### src/rtl/esh_pkg.sv
package esh_pkg;

  localparam int TIMER_BITS_DEF       = 32;
  localparam int ERROR_COUNT_BITS_DEF = 8;

  localparam int CFG_INDEX_W = 3;
  localparam int CFG_DATA_W  = 16;

  // Register indexes of the configuration port.
  localparam logic [CFG_INDEX_W-1:0] REG_REV_LIMIT      = 3'd0;
  localparam logic [CFG_INDEX_W-1:0] REG_JUMP_LIMIT     = 3'd1;
  localparam logic [CFG_INDEX_W-1:0] REG_ERROR_LIMIT    = 3'd2;
  localparam logic [CFG_INDEX_W-1:0] REG_CHECK_INTERVAL = 3'd3;
  localparam logic [CFG_INDEX_W-1:0] REG_ERROR_WINDOW   = 3'd4;
  localparam logic [CFG_INDEX_W-1:0] REG_HOLD_TIME      = 3'd5;
  localparam logic [CFG_INDEX_W-1:0] REG_MIN_COLD       = 3'd6;
  localparam logic [CFG_INDEX_W-1:0] REG_MIN_HOT        = 3'd7;

  // Status codes.
  localparam logic [2:0] ST_OK     = 3'd0;
  localparam logic [2:0] ST_COLD   = 3'd1;
  localparam logic [2:0] ST_WARN   = 3'd2;
  localparam logic [2:0] ST_DANGER = 3'd3;
  localparam logic [2:0] ST_ERROR  = 3'd4;

  localparam logic signed [11:0] EOIL_COLD     = 12'sd960;
  localparam logic signed [11:0] EOIL_WARN     = 12'sd1760;
  localparam logic signed [11:0] EOIL_DANGER   = 12'sd2000;
  localparam logic signed [11:0] GOIL_COLD     = 12'sd640;
  localparam logic signed [11:0] GOIL_WARN     = 12'sd1600;
  localparam logic signed [11:0] GOIL_DANGER   = 12'sd1920;
  localparam logic signed [11:0] AFR_WARM_TEMP = 12'sd800;

  localparam logic [14:0] V_LOW_DANGER  = 15'd11500;
  localparam logic [14:0] V_LOW_WARN    = 15'd12000;
  localparam logic [14:0] V_HIGH_WARN   = 15'd14800;
  localparam logic [14:0] V_HIGH_DANGER = 15'd15500;
  localparam logic [14:0] V_RUN_RAISE   = 15'd1200;

  localparam logic [11:0] AFR_RICH_CRIT = 12'd1050;
  localparam logic [11:0] AFR_RICH_WARN = 12'd1150;
  localparam logic [11:0] AFR_LEAN_WARN = 12'd1550;
  localparam logic [11:0] AFR_LEAN_CRIT = 12'd1650;

  localparam logic [13:0] PRESS_RPM_CHECK   = 14'd4000;
  localparam logic [13:0] PRESS_MIN_AT_RPM  = 14'd2000;
  localparam logic [13:0] PRESS_NO_RPM_MBAR = 14'd1000;
  localparam logic [13:0] PRESS_NO_RPM_RPM  = 14'd100;

  typedef struct packed {
    logic signed [11:0] engine_oil_temp;
    logic               engine_oil_temp_fault;
    logic signed [11:0] gearbox_oil_temp;
    logic               gearbox_oil_temp_fault;
    logic [14:0]        supply_voltage_mv;
    logic               engine_running;
    logic [13:0]        engine_speed_rpm;
    logic [13:0]        oil_pressure_mbar;
    logic [11:0]        air_fuel_ratio;
    logic               probe_heating;
    logic [15:0]        elapsed_ms;
  } esh_in_t;

  typedef struct packed {
    logic [2:0] engine_oil_temp_status;
    logic [2:0] gearbox_oil_temp_status;
    logic [1:0] voltage_status;
    logic [2:0] rpm_status;
    logic [1:0] oil_pressure_status;
    logic [1:0] afr_status;
  } esh_out_t;

  typedef struct packed {
    logic [13:0] rev_limit_rpm;
    logic [13:0] rpm_jump_limit;
    logic [7:0]  rpm_error_limit;
    logic [15:0] rpm_check_interval_ms;
    logic [15:0] rpm_error_window_ms;
    logic [15:0] oil_press_hold_ms;
    logic [13:0] oil_press_min_cold_mbar;
    logic [13:0] oil_press_min_hot_mbar;
  } esh_cfg_t;

  localparam esh_cfg_t CFG_RESET = '{
    rev_limit_rpm:           14'd8000,
    rpm_jump_limit:          14'd2000,
    rpm_error_limit:         8'd3,
    rpm_check_interval_ms:   16'd100,
    rpm_error_window_ms:     16'd10000,
    oil_press_hold_ms:       16'd2000,
    oil_press_min_cold_mbar: 14'd1000,
    oil_press_min_hot_mbar:  14'd500
  };

  function automatic logic [2:0] grade_temp(input logic signed [11:0] t, input logic fault,
                                            input logic signed [11:0] cold,
                                            input logic signed [11:0] warn,
                                            input logic signed [11:0] danger);
    logic [2:0] st;
    if (fault) st = ST_ERROR;
    else if (t < cold) st = ST_COLD;
    else if (t < warn) st = ST_OK;
    else if (t < danger) st = ST_WARN;
    else st = ST_DANGER;
    return st;
  endfunction

  function automatic logic [2:0] grade_volt(input logic [14:0] v, input logic running);
    logic [14:0] raise;
    logic [2:0]  st;
    raise = running ? V_RUN_RAISE : 15'd0;
    if (v <= V_LOW_DANGER + raise) st = ST_DANGER;
    else if (v <= V_LOW_WARN + raise) st = ST_WARN;
    else if (v < V_HIGH_WARN) st = ST_OK;
    else if (v < V_HIGH_DANGER) st = ST_WARN;
    else st = ST_DANGER;
    return st;
  endfunction

  // Rich mixtures only matter once the oil is warm.
  function automatic logic [2:0] grade_afr(input logic [11:0] afr, input logic running,
                                           input logic heating, input logic warm);
    logic [2:0] st;
    if (!running || heating) st = ST_COLD;
    else if (afr <= AFR_RICH_CRIT) st = warm ? ST_DANGER : ST_OK;
    else if (afr <= AFR_RICH_WARN) st = warm ? ST_WARN : ST_OK;
    else if (afr < AFR_LEAN_WARN) st = ST_OK;
    else if (afr < AFR_LEAN_CRIT) st = ST_WARN;
    else st = ST_DANGER;
    return st;
  endfunction

endpackage

### src/rtl/esh_in_if.sv
interface esh_in_if import esh_pkg::*; ();
  logic    valid;
  logic    ready;
  esh_in_t data;

  modport source (output valid, output data, input ready);
  modport sink (input valid, input data, output ready);
endinterface

### src/rtl/esh_out_if.sv
interface esh_out_if import esh_pkg::*; ();
  logic     valid;
  logic     ready;
  esh_out_t data;

  modport source (output valid, output data, input ready);
  modport sink (input valid, input data, output ready);
endinterface

### src/rtl/esh_cfg_regs.sv
module esh_cfg_regs import esh_pkg::*; (
  input  logic                   clk,
  input  logic                   rst_n,
  input  logic                   cfg_we,
  input  logic [CFG_INDEX_W-1:0] cfg_index,
  input  logic [CFG_DATA_W-1:0]  cfg_wdata,
  output esh_cfg_t               cfg
);

  esh_cfg_t cfg_r;

  always_ff @(posedge clk) begin
    if (!rst_n) begin
      cfg_r <= CFG_RESET;
    end else if (cfg_we) begin
      unique case (cfg_index)
        REG_REV_LIMIT:      cfg_r.rev_limit_rpm           <= cfg_wdata[13:0];
        REG_JUMP_LIMIT:     cfg_r.rpm_jump_limit          <= cfg_wdata[13:0];
        REG_ERROR_LIMIT:    cfg_r.rpm_error_limit         <= cfg_wdata[7:0];
        REG_CHECK_INTERVAL: cfg_r.rpm_check_interval_ms   <= cfg_wdata[15:0];
        REG_ERROR_WINDOW:   cfg_r.rpm_error_window_ms     <= cfg_wdata[15:0];
        REG_HOLD_TIME:      cfg_r.oil_press_hold_ms       <= cfg_wdata[15:0];
        REG_MIN_COLD:       cfg_r.oil_press_min_cold_mbar <= cfg_wdata[13:0];
        REG_MIN_HOT:        cfg_r.oil_press_min_hot_mbar  <= cfg_wdata[13:0];
        default: ;
      endcase
    end
  end

  assign cfg = cfg_r;

endmodule

### src/rtl/esh_rpm_chk.sv
module esh_rpm_chk import esh_pkg::*; #(
  parameter int TIMER_BITS       = TIMER_BITS_DEF,
  parameter int ERROR_COUNT_BITS = ERROR_COUNT_BITS_DEF
) (
  input  logic        clk,
  input  logic        rst_n,
  input  logic        en,
  input  logic [13:0] rpm,
  input  logic [13:0] press,
  input  logic [15:0] dt,
  input  esh_cfg_t    cfg,
  output logic [2:0]  status
);

  localparam int CNT_SUM_W = ERROR_COUNT_BITS + 2;
  localparam int CMP_W     = (ERROR_COUNT_BITS > 8) ? ERROR_COUNT_BITS : 8;
  localparam logic [CNT_SUM_W-1:0] COUNT_MAX = {2'b00, {ERROR_COUNT_BITS{1'b1}}};

  logic [13:0]                 prev_rpm_r, prev_rpm_nxt;
  logic [TIMER_BITS-1:0]       chk_t_r, chk_t_nxt;
  logic [TIMER_BITS-1:0]       win_t_r, win_t_nxt;
  logic [ERROR_COUNT_BITS-1:0] cnt_r, cnt_nxt;
  logic                        err_r, err_nxt;

  logic [TIMER_BITS:0]         chk_sum, win_sum;
  logic [TIMER_BITS-1:0]       chk_inc, win_inc;
  logic                        chk_due, win_due;
  logic [13:0]                 diff;
  logic                        jump_err, press_err;
  logic [CNT_SUM_W-1:0]        cnt_sum;
  logic [ERROR_COUNT_BITS-1:0] cnt_a, cnt_b;
  logic                        over_limit;

  // Saturating timer increments.
  assign chk_sum = {1'b0, chk_t_r} + (TIMER_BITS+1)'(dt);
  assign win_sum = {1'b0, win_t_r} + (TIMER_BITS+1)'(dt);
  assign chk_inc = chk_sum[TIMER_BITS] ? '1 : chk_sum[TIMER_BITS-1:0];
  assign win_inc = win_sum[TIMER_BITS] ? '1 : win_sum[TIMER_BITS-1:0];

  assign chk_due = chk_t_r >= TIMER_BITS'(cfg.rpm_check_interval_ms);
  assign win_due = win_t_r >= TIMER_BITS'(cfg.rpm_error_window_ms);

  assign diff      = (rpm >= prev_rpm_r) ? rpm - prev_rpm_r : prev_rpm_r - rpm;
  assign jump_err  = chk_due && (diff >= cfg.rpm_jump_limit);
  assign press_err = chk_due && (press >= PRESS_NO_RPM_MBAR) && (rpm < PRESS_NO_RPM_RPM);

  assign cnt_sum = {2'b00, cnt_r} + CNT_SUM_W'(jump_err) + CNT_SUM_W'(press_err);
  assign cnt_a   = (cnt_sum > COUNT_MAX) ? '1 : cnt_sum[ERROR_COUNT_BITS-1:0];
  assign cnt_b   = win_due ? '0 : cnt_a;
  assign over_limit = CMP_W'(cnt_b) >= CMP_W'(cfg.rpm_error_limit);

  always_comb begin
    prev_rpm_nxt = prev_rpm_r;
    chk_t_nxt    = chk_t_r;
    win_t_nxt    = win_t_r;
    cnt_nxt      = cnt_r;
    err_nxt      = err_r;
    if (!err_r) begin
      prev_rpm_nxt = chk_due ? rpm : prev_rpm_r;
      chk_t_nxt    = chk_due ? '0 : chk_inc;
      win_t_nxt    = win_due ? '0 : win_inc;
      cnt_nxt      = cnt_b;
      if (over_limit) begin
        err_nxt   = 1'b1;
        win_t_nxt = '0;
        status    = ST_ERROR;
      end else begin
        status = (rpm >= cfg.rev_limit_rpm) ? ST_DANGER : ST_OK;
      end
    end else if (win_due) begin
      // The fault clears at the end of its window; this beat still reports danger.
      cnt_nxt   = '0;
      win_t_nxt = '0;
      err_nxt   = 1'b0;
      status    = ST_DANGER;
    end else begin
      win_t_nxt = win_inc;
      status    = ST_ERROR;
    end
  end

  always_ff @(posedge clk) begin
    if (!rst_n) begin
      prev_rpm_r <= '0;
      chk_t_r    <= '0;
      win_t_r    <= '0;
      cnt_r      <= '0;
      err_r      <= 1'b0;
    end else if (en) begin
      prev_rpm_r <= prev_rpm_nxt;
      chk_t_r    <= chk_t_nxt;
      win_t_r    <= win_t_nxt;
      cnt_r      <= cnt_nxt;
      err_r      <= err_nxt;
    end
  end

  a_check_restarts_timer: assert property (@(posedge clk) disable iff (!rst_n)
    (en && !err_r && chk_due) |=> (chk_t_r == '0))
    else $error("check timer not restarted after a plausibility check");

  a_fault_latches: assert property (@(posedge clk) disable iff (!rst_n)
    (en && !err_r && over_limit) |=> (err_r && win_t_r == '0))
    else $error("rpm fault not latched with a fresh window");

  a_fault_clears_on_window: assert property (@(posedge clk) disable iff (!rst_n)
    ($fell(err_r) && $past(rst_n)) |-> $past(en && win_due))
    else $error("rpm fault cleared before its window ended");

endmodule

### src/rtl/esh_oil_hold.sv
module esh_oil_hold import esh_pkg::*; #(
  parameter int TIMER_BITS = TIMER_BITS_DEF
) (
  input  logic        clk,
  input  logic        rst_n,
  input  logic        en,
  input  logic        running,
  input  logic        oil_cold,
  input  logic [13:0] rpm,
  input  logic [13:0] press,
  input  logic [15:0] dt,
  input  esh_cfg_t    cfg,
  output logic [2:0]  status
);

  logic                  hold_r, hold_nxt;
  logic [TIMER_BITS-1:0] hold_t_r, hold_t_nxt;
  logic                  danger_r, danger_nxt;
  logic [TIMER_BITS:0]   hold_sum;
  logic [13:0]           min_press;
  logic                  bad;

  assign hold_sum  = {1'b0, hold_t_r} + (TIMER_BITS+1)'(dt);
  assign min_press = oil_cold ? cfg.oil_press_min_cold_mbar : cfg.oil_press_min_hot_mbar;
  assign bad       = (press < min_press) ||
                     ((rpm >= PRESS_RPM_CHECK) && (press < PRESS_MIN_AT_RPM));

  // While holding, the last graded state stands. The engine being off clears that
  // state but leaves the hold and its timer untouched.
  always_comb begin
    hold_nxt   = hold_r;
    hold_t_nxt = hold_t_r;
    danger_nxt = danger_r;
    if (!running) begin
      danger_nxt = 1'b0;
    end else if (hold_r) begin
      if (hold_t_r >= TIMER_BITS'(cfg.oil_press_hold_ms)) begin
        hold_nxt   = 1'b0;
        hold_t_nxt = '0;
      end else begin
        hold_t_nxt = hold_sum[TIMER_BITS] ? '1 : hold_sum[TIMER_BITS-1:0];
      end
    end else begin
      danger_nxt = bad;
      hold_nxt   = bad;
    end
  end

  assign status = danger_nxt ? ST_DANGER : ST_OK;

  always_ff @(posedge clk) begin
    if (!rst_n) begin
      hold_r   <= 1'b0;
      hold_t_r <= '0;
      danger_r <= 1'b0;
    end else if (en) begin
      hold_r   <= hold_nxt;
      hold_t_r <= hold_t_nxt;
      danger_r <= danger_nxt;
    end
  end

  a_hold_starts_in_danger: assert property (@(posedge clk) disable iff (!rst_n)
    ($rose(hold_r) && $past(rst_n)) |-> danger_r)
    else $error("oil pressure hold started without danger");

  a_idle_timer_zero: assert property (@(posedge clk) disable iff (!rst_n)
    !hold_r |-> (hold_t_r == '0))
    else $error("oil hold timer running while no hold is active");

  a_hold_keeps_danger: assert property (@(posedge clk) disable iff (!rst_n)
    (en && hold_r && running) |=> ($stable(danger_r)))
    else $error("oil pressure state changed during a hold");

endmodule

### src/rtl/engine_sensor_health_monitor_core.sv
// A beat is held in the input register, then graded into the result register, which
// offers it on out_ch. Throughput: one beat per cycle while out_ch.ready does not stall
// the output; the rpm checker and oil hold state advance as each beat is graded.
// Reset (rst_n low, synchronous) restores the register defaults, clears all
// timers, counters and latched states, and empties both pipeline stages.
module engine_sensor_health_monitor_core import esh_pkg::*; #(
  parameter int TIMER_BITS       = TIMER_BITS_DEF,
  parameter int ERROR_COUNT_BITS = ERROR_COUNT_BITS_DEF
) (
  input  logic                   clk,
  input  logic                   rst_n,
  esh_in_if.sink                 in_ch,
  esh_out_if.source              out_ch,
  input  logic                   cfg_we,
  input  logic [CFG_INDEX_W-1:0] cfg_index,
  input  logic [CFG_DATA_W-1:0]  cfg_wdata
);

  esh_cfg_t cfg;
  esh_in_t  s1_data_r;
  logic     s1_v_r, s1_v_nxt;
  esh_out_t out_data_r, res;
  logic     out_v_r, out_v_nxt;
  logic     out_free, adv, in_acc;
  logic     oil_cold, oil_warm;
  logic [2:0] rpm_st, oil_st;

  assign out_free    = !out_v_r || out_ch.ready;
  assign adv         = s1_v_r && out_free;
  assign in_ch.ready = !s1_v_r || out_free;
  assign in_acc      = in_ch.valid && in_ch.ready;

  always_comb begin
    s1_v_nxt  = in_acc || (s1_v_r && !adv);
    out_v_nxt = adv || (out_v_r && !out_ch.ready);
  end

  always_ff @(posedge clk) begin
    if (!rst_n) begin
      s1_v_r  <= 1'b0;
      out_v_r <= 1'b0;
    end else begin
      s1_v_r  <= s1_v_nxt;
      out_v_r <= out_v_nxt;
    end
  end

  always_ff @(posedge clk) begin
    if (in_acc) s1_data_r <= in_ch.data;
    if (adv) out_data_r <= res;
  end

  esh_cfg_regs u_cfg (
    .clk       (clk),
    .rst_n     (rst_n),
    .cfg_we    (cfg_we),
    .cfg_index (cfg_index),
    .cfg_wdata (cfg_wdata),
    .cfg       (cfg)
  );

  // A faulted engine oil sensor counts as very cold.
  assign oil_cold = s1_data_r.engine_oil_temp_fault || (s1_data_r.engine_oil_temp <= EOIL_COLD);
  assign oil_warm = !s1_data_r.engine_oil_temp_fault &&
                    (s1_data_r.engine_oil_temp >= AFR_WARM_TEMP);

  esh_rpm_chk #(
    .TIMER_BITS       (TIMER_BITS),
    .ERROR_COUNT_BITS (ERROR_COUNT_BITS)
  ) u_rpm (
    .clk    (clk),
    .rst_n  (rst_n),
    .en     (adv),
    .rpm    (s1_data_r.engine_speed_rpm),
    .press  (s1_data_r.oil_pressure_mbar),
    .dt     (s1_data_r.elapsed_ms),
    .cfg    (cfg),
    .status (rpm_st)
  );

  esh_oil_hold #(
    .TIMER_BITS (TIMER_BITS)
  ) u_oil (
    .clk      (clk),
    .rst_n    (rst_n),
    .en       (adv),
    .running  (s1_data_r.engine_running),
    .oil_cold (oil_cold),
    .rpm      (s1_data_r.engine_speed_rpm),
    .press    (s1_data_r.oil_pressure_mbar),
    .dt       (s1_data_r.elapsed_ms),
    .cfg      (cfg),
    .status   (oil_st)
  );

  logic [2:0] volt_st, afr_st;

  assign volt_st = grade_volt(s1_data_r.supply_voltage_mv, s1_data_r.engine_running);
  assign afr_st  = grade_afr(s1_data_r.air_fuel_ratio, s1_data_r.engine_running,
                             s1_data_r.probe_heating, oil_warm);

  always_comb begin
    res.engine_oil_temp_status  = grade_temp(s1_data_r.engine_oil_temp,
                                             s1_data_r.engine_oil_temp_fault,
                                             EOIL_COLD, EOIL_WARN, EOIL_DANGER);
    res.gearbox_oil_temp_status = grade_temp(s1_data_r.gearbox_oil_temp,
                                             s1_data_r.gearbox_oil_temp_fault,
                                             GOIL_COLD, GOIL_WARN, GOIL_DANGER);
    res.voltage_status          = volt_st[1:0];
    res.rpm_status              = rpm_st;
    res.oil_pressure_status     = oil_st[1:0];
    res.afr_status              = afr_st[1:0];
  end

  assign out_ch.valid = out_v_r;
  assign out_ch.data  = out_data_r;

endmodule
### src/flat_wrapper.sv
// flat-port wrapper written by rule: the top's interface ports become plain ports
module engine_sensor_health_monitor_core_flat import esh_pkg::*;
#(
  parameter int TIMER_BITS       = TIMER_BITS_DEF,
  parameter int ERROR_COUNT_BITS = ERROR_COUNT_BITS_DEF
)
  (clk, rst_n, cfg_we, cfg_index, cfg_wdata, in_ch_valid, in_ch_data, in_ch_ready, out_ch_valid, out_ch_data, out_ch_ready);
  esh_in_if in_ch_i ();
  esh_out_if out_ch_i ();
  input  logic clk;
  input  logic rst_n;
  input  logic cfg_we;
  input  logic [CFG_INDEX_W-1:0] cfg_index;
  input  logic [CFG_DATA_W-1:0] cfg_wdata;
  input wire logic [$bits(in_ch_i.valid)-1:0] in_ch_valid;
  input wire logic [$bits(in_ch_i.data)-1:0] in_ch_data;
  output wire logic [$bits(in_ch_i.ready)-1:0] in_ch_ready;
  output wire logic [$bits(out_ch_i.valid)-1:0] out_ch_valid;
  output wire logic [$bits(out_ch_i.data)-1:0] out_ch_data;
  input wire logic [$bits(out_ch_i.ready)-1:0] out_ch_ready;
  assign in_ch_i.valid = in_ch_valid;
  assign in_ch_i.data = in_ch_data;
  assign in_ch_ready = in_ch_i.ready;
  assign out_ch_valid = out_ch_i.valid;
  assign out_ch_data = out_ch_i.data;
  assign out_ch_i.ready = out_ch_ready;
  engine_sensor_health_monitor_core #(.TIMER_BITS(TIMER_BITS), .ERROR_COUNT_BITS(ERROR_COUNT_BITS)) u_core (.clk(clk), .rst_n(rst_n), .in_ch(in_ch_i), .out_ch(out_ch_i), .cfg_we(cfg_we), .cfg_index(cfg_index), .cfg_wdata(cfg_wdata));
endmodule
### config.mk
export PLATFORM = sky130hd
export DESIGN_NAME = engine_sensor_health_monitor_core_flat
export DESIGN_NICKNAME = d
export VERILOG_FILES = /design/src/rtl/esh_pkg.sv /design/src/rtl/esh_in_if.sv /design/src/rtl/esh_out_if.sv /design/src/rtl/esh_cfg_regs.sv /design/src/rtl/esh_rpm_chk.sv /design/src/rtl/esh_oil_hold.sv /design/src/rtl/engine_sensor_health_monitor_core.sv /design/src/flat_wrapper.sv
export SDC_FILE = /design/constraint.sdc
export NUM_CORES = 1
export LEC_CHECK = 0
export BUFFER_PORTS_ARGS = -buffer_cell sky130_fd_sc_hd__buf_2
export CAP_MARGIN = 20
export CELL_PAD_IN_SITES_DETAIL_PLACEMENT = 1
export CELL_PAD_IN_SITES_GLOBAL_PLACEMENT = 2
export CORE_ASPECT_RATIO = 1.1
export CORE_MARGIN = 5
export CORE_UTILIZATION = 40
export CTS_CLUSTER_SIZE = 20
export DETAILED_ROUTE_END_ITERATION = 8
export GPL_ROUTABILITY_DRIVEN = 0
export HOLD_SLACK_MARGIN = 0.08
export PLACE_DENSITY_LB_ADDON = 0.1
export SKIP_LAST_GASP = 1
export SYNTH_ARGS = -nofsm -noshare
export SYNTH_HDL_FRONTEND = slang
export SYNTH_SLANG_ARGS = --single-unit
### constraint.sdc
create_clock -name clk -period 16.6 [get_ports clk]
set_clock_uncertainty 0.1 [all_clocks]
set_input_delay 3.32 -clock clk [delete_from_list [all_inputs] [get_ports clk]]
set_output_delay 3.32 -clock clk [all_outputs]
set_load 0.1 [all_outputs]
==> results of run 1 <==
worst max-delay path by stage:
stage | start | to | slack, ns
after floorplan | out_ch_ready | in_ch_ready | 9.10
after global placement | u_core.s1_data_r[49] | u_core.u_rpm.win_t_r[14] | 8.46
after detailed placement | u_core.s1_data_r[49] | u_core.u_rpm.win_t_r[1] | 8.38
after CTS | u_core.s1_data_r[49] | u_core.u_rpm.win_t_r[1] | 8.31
after global routing | u_core.s1_data_r[49] | u_core.u_rpm.win_t_r[1] | 7.61
final | u_core.s1_data_r[49] | u_core.u_rpm.win_t_r[1] | 8.31
metrics by stage:
| stage | cell area, µm² | total power [µW] |
|---|---|---|
| 2_1_floorplan | 18200 | 1200 |
| 4_1_cts | 20700 | 2180 |
| 3_3_place_gp | 19400 | 1300 |
| 5_1_grt | 20700 | 2250 |
| 6_report | 20700 | 2140 |
| 3_5_place_dp | 19400 | 1320 |
area by class of cell:
| cell class | instances | area (µm²) |
|---|---|---|
| multi-input combinational | 1453 | 9480 |
| antenna | 2 | 5.00 |
| sequential | 341 | 7890 |
| fill | 5284 | 24600 |
| inverter | 142 | 534 |
| timing repair buffer | 151 | 812 |
| clock buffer | 54 | 1100 |
| clock inverter | 16 | 136 |
| tap | 588 | 736 |
flip-flops by register name, summed over array words and instances, names as in the netlist, 8 cells and up:
register,cells
u_core.out_ch.data,13
u_core.u_rpm.cnt_r,8
u_core.u_cfg.cfg,112
u_core.u_rpm.win_t_r,32
u_core.u_rpm.chk_t_r,32
u_core.u_rpm.prev_rpm_r,14
u_core.u_oil.hold_t_r,32
u_core.s1_data_r,93
worst reg2reg max path: cells and delay by family (launching register included):
kind / cells / cell delay, ns
AO/OA/AOI/OAI: 10 / 2.40
adder cells (fa/ha/maj): 5 / 1.90
buffers and inverters: 3 / 0.56
flip-flops: 1 / 0.50
multiplexers: 1 / 0.39
AND/OR/NAND/NOR: 12 / 2.34
routing by layer:
metal,global-route usage (%),share of wire [%]
met1,28.6,46
met2,37.5,49
met3,3.21,3.3
met4,4.95,1.7
met5,0,0.024
logic make-up (layout without fill, tap and decap cells):
family | Yosys count | after routing | share of synthesized area (%)
xor gates and xnor gates | 50 | 50 | 2.41
DFF | 341 | 341 | 43.3
adders and majority gates | 187 | 187 | 13.1
other | 0 | 2 | 0
muxes | 37 | 37 | 2.06
AOI/OAI and AO/OA | 477 | 477 | 16.4
and+or+nand+nor | 702 | 702 | 18.0
buffers and inverters | 217 | 363 | 4.73
placed cells by master (no fill, tap or decap), types with 16 or more instances in the layout:
| cell type | instances |
|---|---|
| edfxtp_1 | 106 |
| nand3_1 | 51 |
| nor3_1 | 36 |
| mux2i_1 | 33 |
| nand4_1 | 32 |
| nand2b_1 | 25 |
| inv_1 | 140 |
| a21o_1 | 39 |
| clkbuf_16 | 41 |
| xor2_1 | 17 |
| ha_1 | 181 |
| and3_1 | 27 |
| nor2b_1 | 24 |
| and2_1 | 34 |
| nand2_1 | 306 |
| xnor2_1 | 33 |
| o211ai_1 | 36 |
| buf_4 | 16 |
| dfxtp_1 | 235 |
| buf_2 | 133 |
| a211oi_1 | 18 |
| o21ai_0 | 105 |
| a21oi_1 | 172 |
| nor4_1 | 17 |
| nor2_1 | 117 |
power groups by stage:
stage | Sequential [µW] | Combinational (µW) | Clock (µW)
3_3_place_gp | 949 | 356 | 0
6_report | 932 | 367 | 846
5_1_grt | 936 | 411 | 907
2_1_floorplan | 948 | 256 | 0
4_1_cts | 932 | 370 | 874
3_5_place_dp | 950 | 367 | 0
==> run metrics, run 1 <==
Buffers on Ports=between 100 and 150; share of cells above drive strength 1=11.2%; Yosys top cell area share=approximately a quarter; final setup violation count=0; maximum clock rate=121 MHz; Post-synth EDFFs=106; Max Root-Sink Buffers=3; GRT overflow=0; sequential group share of total power=between 40% and 50%; DRC errors left=0; Peak VDD IR=0.0000866 V; Comb power frac=17.1%; RSZ-0062 raised after global routing=false; Static Leak=0.00860 µW; Placed Cells=2673; # clock sinks=341; final sum of negative setup slack=0 ns; vias in the first global route=15.4k; Core Footprint=45300 µm²; final worst slack=8.31 ns; Slew Viols, Final=0; Required @ worst endpoint=about 17 ns; FF-to-FF Start=u_core.s1_data_r[49]; post-route ant nets=0; largest net degree at the start of global routing=73; critical path depth=31; Async SR Flop Fraction=0%; Psw=618 µW; R2R Path End=u_core.u_rpm.win_t_r[1]; status=finished clean; crit path time final=8.29 ns; WL/cell=19.8 µm; Clock transition at path regs=0.06 ns; Most used DFF post-synth=dfxtp_1; synthesized area=18200 µm²; Initial DRC Count=a little under 600; Non-Filler Instances=2747; synthesized area per cell=9.05 µm²; Yosys warnings=0; Power Dens Cells=104 nW/µm²; Net Count, Synth=2321; WL final=54500 µm; distinct cell type count after synthesis=79; Internal=~1500 µW; CP max stage cell=ha_1; #FFs+latches synth=341; fin nets=2438; Top delay family on crit path=compound AO/OA/AOI/OAI gates; CP max stage delay=0.62 ns; worst path buffer plus inverter count=3; CTS tree=yes; Synth-to-Final Area Change=13.7%; crit-path max FO=19; vias post-DR=between 10k and 15k; Hold Crit Endpoint=u_core.u_cfg.cfg[68]; via/cell ratio=around 5.4; Clk Latency, worst-skew pair=~0.57 ns; # IOs=140; die area=49900 µm²; worst hold path depth=2; Hold-fix buffers, CTS=0; initial antenna violation count=5; fin crit share=between 40 and 50%; CTS Buf Count=39; Setup crit start kind=register; DP Worst Slack=8.38 ns; Slew HR=29.3%; dpl hpwl=40000 µm; Total GRT Usage=21.6%; Clock H-tree levels=2; Synth Instances=approximately 2.0k; Setup Crit Path Kind=reg -> reg; row count=82; Post-CTS Resized=0; number of max-cap violations=0; length in cells of the worst reg-to-reg path=31; Synth area leader=dfxtp_1; Worst Path Arrival=about 8.7 ns; postcts setup bufs=0; Sw Share=around 29%; hold_sp=u_core.u_cfg.cfg[68]; Synth top cells by count=nand2_1, dfxtp_1, ha_1, a21oi_1, inv_1; R2R setup slack=8.31 ns; Hold WC Path Type=reg -> reg; Crit. End Element=register; die width=around 210 µm; initial core utilization=around 40%; First-pass DRT Iterations=5; clock group share of total power=about 40%; first-pass GRT wire length=85100 µm; Die H=234 µm; hold_ws=~0.35 ns; main area contributors after synthesis=dfxtp_1, edfxtp_1, ha_1; most numerous cell in the Yosys netlist=nand2_1; crit-path most repeated cell=ha_1; register area share after synthesis=~43%; Final Hold Viols=0; root buf cell=clkbuf_16; post-layout util=45.6%; Least-Margin Pin Slew=1.05 ns
Power figures use the tool's default switching activity.
==> run 2, diff against run 1 <==
--- a/config.mk
+++ b/config.mk
@@ -5,13 +5,14 @@
 export SDC_FILE = /design/constraint.sdc
 export NUM_CORES = 1
 export LEC_CHECK = 0
+export ABC_AREA = 1
 export BUFFER_PORTS_ARGS = -buffer_cell sky130_fd_sc_hd__buf_2
 export CAP_MARGIN = 20
 export CELL_PAD_IN_SITES_DETAIL_PLACEMENT = 1
 export CELL_PAD_IN_SITES_GLOBAL_PLACEMENT = 2
 export CORE_ASPECT_RATIO = 1.1
 export CORE_MARGIN = 5
-export CORE_UTILIZATION = 40
+export CORE_UTILIZATION = 37
 export CTS_CLUSTER_SIZE = 20
 export DETAILED_ROUTE_END_ITERATION = 8
 export GPL_ROUTABILITY_DRIVEN = 0
==> constraint.sdc (replaced) <==
create_clock -name clk -period 8.5 [get_ports clk]
set_clock_uncertainty 0.1 [all_clocks]
set_input_delay 1.7 -clock clk [delete_from_list [all_inputs] [get_ports clk]]
set_output_delay 1.7 -clock clk [all_outputs]
set_load 0.1 [all_outputs]
==> run 2 against run 1 <==
  * Worst hold slack barely moved
  * Cell count is 13% higher
  * Via count is 6.8% higher
  * Clock power grew 130%
  * Die area is 10% higher
  * Worst setup slack worse by 7.3 ns
  * Critical path type unchanged
  * Critical endpoint is now u_core.u_rpm.win_t_r[16]
==> run metrics, run 2 <==
Least-Margin Pin Slew=1.04 ns (was 1.05 ns); Clk Latency, worst-skew pair=0.57 ns (about the same); FF-to-FF Start=u_core.s1_data_r[43] (was u_core.s1_data_r[49]); vias in the first global route=16.7k (was 15.4k); maximum clock rate=133 MHz (was 121 MHz); initial antenna violation count=1 (was 5); M2 GR Usage=35.7% (was 37.5%); Synth-to-Final Area Change=14.8% (was 13.7%); Clock transition at path regs=0.06 ns (about the same); routing usage on met3=2.91% (was 3.21%); Slew Viols, Final=0 (unchanged); row count=86 (was 82); WL final=55500 µm (was 54500 µm); Worst Path Arrival=7.92 ns (was 8.66 ns); Non-Filler Cell Area, Final=21400 µm² (was 20700 µm²); Total GRT Usage=20.1% (was 21.6%); via/cell ratio=5.11 (was 5.40); die width=224 µm (was 213 µm); WL/cell=17.9 µm (was 19.8 µm); Async SR Flop Fraction=0% (unchanged); Initial DRC Count=559 (was 591); vias post-DR=15.8k (was 14.8k); Clock H-tree levels=2 (unchanged); Yosys warnings=0 (unchanged); status=finished clean (unchanged); commonest non-fill, non-tap cell in the layout=nand2_1 (unchanged); # IOs=140 (unchanged); First-pass DRT Iterations=5 (unchanged); initial core utilization=37.3% (was 40.1%); Synth top cells by count=nand2_1, inv_1, a21oi_1, dfxtp_1, ha_1 (was nand2_1, dfxtp_1, ha_1, a21oi_1, inv_1); CP max stage delay=0.56 ns (was 0.62 ns); Net Count, Synth=2598 (was 2321); RSZ-0062 raised after global routing=false (unchanged); Static Leak=0.00948 µW (was 0.00860 µW); first-pass GRT wire length=88700 µm (was 85100 µm); dpl hpwl=41600 µm (was 40000 µm); crit path time final=7.54 ns (was 8.29 ns); number of max-cap violations=0 (unchanged); Post-CTS Resized=0 (unchanged); most used routing layer=met2 (unchanged); Post-synth EDFFs=106 (unchanged); CTS Buf Count=42 (was 39); #FFs+latches synth=341 (unchanged); fillcell total=6072 (was 5284); Hold WC Path Type=reg -> reg (unchanged); Yosys top cell area share=25.2% (was 25.8%); root buf cell=clkbuf_16 (unchanged); GRT overflow=0 (unchanged); CTS tree=yes (unchanged); DP Worst Slack=0.817 ns (was 8.38 ns); Setup crit start kind=register (unchanged); Max Root-Sink Buffers=3 (unchanged); hold_ws=0.354 ns (about the same); ANT cells=0 (was 2); postcts setup bufs=0 (unchanged); fin crit share=88.7% (was 49.9%); Power Dens Cells=212 nW/µm² (was 104 nW/µm²); Crit. End Element=register (unchanged); final worst slack=0.965 ns (was 8.31 ns); share of cells above drive strength 1=10.0% (was 11.2%); synthesized area per cell=8.15 µm² (was 9.05 µm²); most frequent cells in the layout=nand2_1, inv_1, a21oi_1, dfxtp_1, ha_1 (was nand2_1, dfxtp_1, ha_1, a21oi_1, inv_1); Final Hold Viols=0 (unchanged); Slew HR=30.4% (was 29.3%); M1 GR Usage=25.3% (was 28.6%); crit-path most repeated cell=inv_1 (was ha_1); crit-path max FO=17 (was 19); Synth area leader=dfxtp_1 (unchanged); Crit. Startpoint=u_core.s1_data_r[43] (was u_core.s1_data_r[49]); post-layout util=42.8% (was 45.6%); # clock sinks=341 (unchanged); Setup Crit Path Kind=reg -> reg (unchanged); main area contributors after synthesis=dfxtp_1, edfxtp_1, ha_1 (unchanged); Peak VDD IR=0.000154 V (was 0.0000866 V); Post-DP Area=19900 µm² (was 19400 µm²); distinct cell type count after synthesis=59 (was 79); most numerous cell in the Yosys netlist=nand2_1 (unchanged); Most used DFF post-synth=dfxtp_1 (unchanged); fin nets=2720 (was 2438); footprint of the multi-input gates=9280 µm² (was 9480 µm²); CP max stage cell=nor2_2 (was ha_1); Hold-fix buffers, CTS=0 (unchanged); max reg flops=112 (unchanged); final sum of negative setup slack=0 ns (unchanged); hold_sp=u_core.u_oil.hold_t_r[28] (was u_core.u_cfg.cfg[68]); synthesized area=18700 µm² (was 18200 µm²); register area share after synthesis=42.3% (was 43.3%); Register Area=7890 µm² (unchanged); Core Footprint=50000 µm² (was 45300 µm²); DRC errors left=0 (unchanged); final setup violation count=0 (unchanged); post-route ant nets=0 (unchanged); Die H=245 µm (was 234 µm); Synth Instances=2288 (was 2011); largest net degree at the start of global routing=78 (was 73); die area=55000 µm² (was 49900 µm²); Required @ worst endpoint=8.89 ns (was 16.97 ns); Buffers on Ports=133 (unchanged)
## run 2: cell count changes after synthesis, moves of 25 or more
cell      before  now
nor2_1       118  160
inv_1        140  308
nand2b_1      25    0
and3_1        27    1
a21o_1        39    8
and2_1        35    0
nand2_1      306  429
a21oi_1      173  268
o21ai_0      105  155
## run 2: path summary, 6_finish.rpt
| check | cells after the start | endpoint | slack, ns |
|---|---|---|---|
| max | 43 | u_core.u_rpm.win_t_r[16] | 0.96 |
| min | 2 | u_core.u_oil.hold_t_r[28] | 0.35 |
| max reg2reg | 43 | u_core.u_rpm.win_t_r[16] | 0.96 |
| min reg2reg | 2 | u_core.u_oil.hold_t_r[28] | 0.35 |
## run 2: kinds of logic after synthesis
logic type / Yosys count / share of synthesized area [%]
AND/OR/NAND/NOR: 791 / 18.2
AO/OA/AOI/OAI: 530 / 15.9
buffers and inverters: 378 / 7.94
flip-flops: 341 / 42.3
adder cells (fa/ha/maj): 187 / 12.8
XOR/XNOR: 47 / 2.21
multiplexers: 14 / 0.751
## run 2: layer usage
layer  up-vias  wire, µm
li1       7980         -
met1      7572     25100
met2       207     27000
met3        85      1980
met4         0      1420
met5         -         0
## run 2: power by group
part           switching, µW  total, µW  leakage, µW  internal (µW)
logic                    517        786      0.00583            270
registers               62.2       1820      0.00293           1760
clock network            728       1920     0.000724           1190
total                   1310       4530      0.00948           3220
## run 2: per-stage QoR
stage | instances | power (µW)
4_1_cts | 3101 | 4610
6_report | 3101 | 4530
5_1_grt | 3101 | 4790
2_1_floorplan | 2288 | 2410
3_3_place_gp | 3026 | 2630
3_5_place_dp | 3026 | 2650
## run 2: final cells by class
| class | count | share of cell area [%] |
|---|---|---|
| clock buffers | 59 | 5.75 |
| well taps | 660 | 3.86 |
| clock inverters | 16 | 1.20 |
| inverters | 313 | 5.51 |
| repair buffers | 143 | 3.47 |
| multi-input cells | 1569 | 43.4 |
| flip-flops and latches | 341 | 36.8 |
## run 2: worst max-delay path: cells and delay by family (launching register included)
kind / cells / cell delay (ns)
AND/OR/NAND/NOR: 17 / 2.47
adder cells (fa/ha/maj): 6 / 1.66
AO/OA/AOI/OAI: 10 / 1.64
buffers and inverters: 9 / 1.03
flip-flops: 1 / 0.41
XOR/XNOR: 1 / 0.15
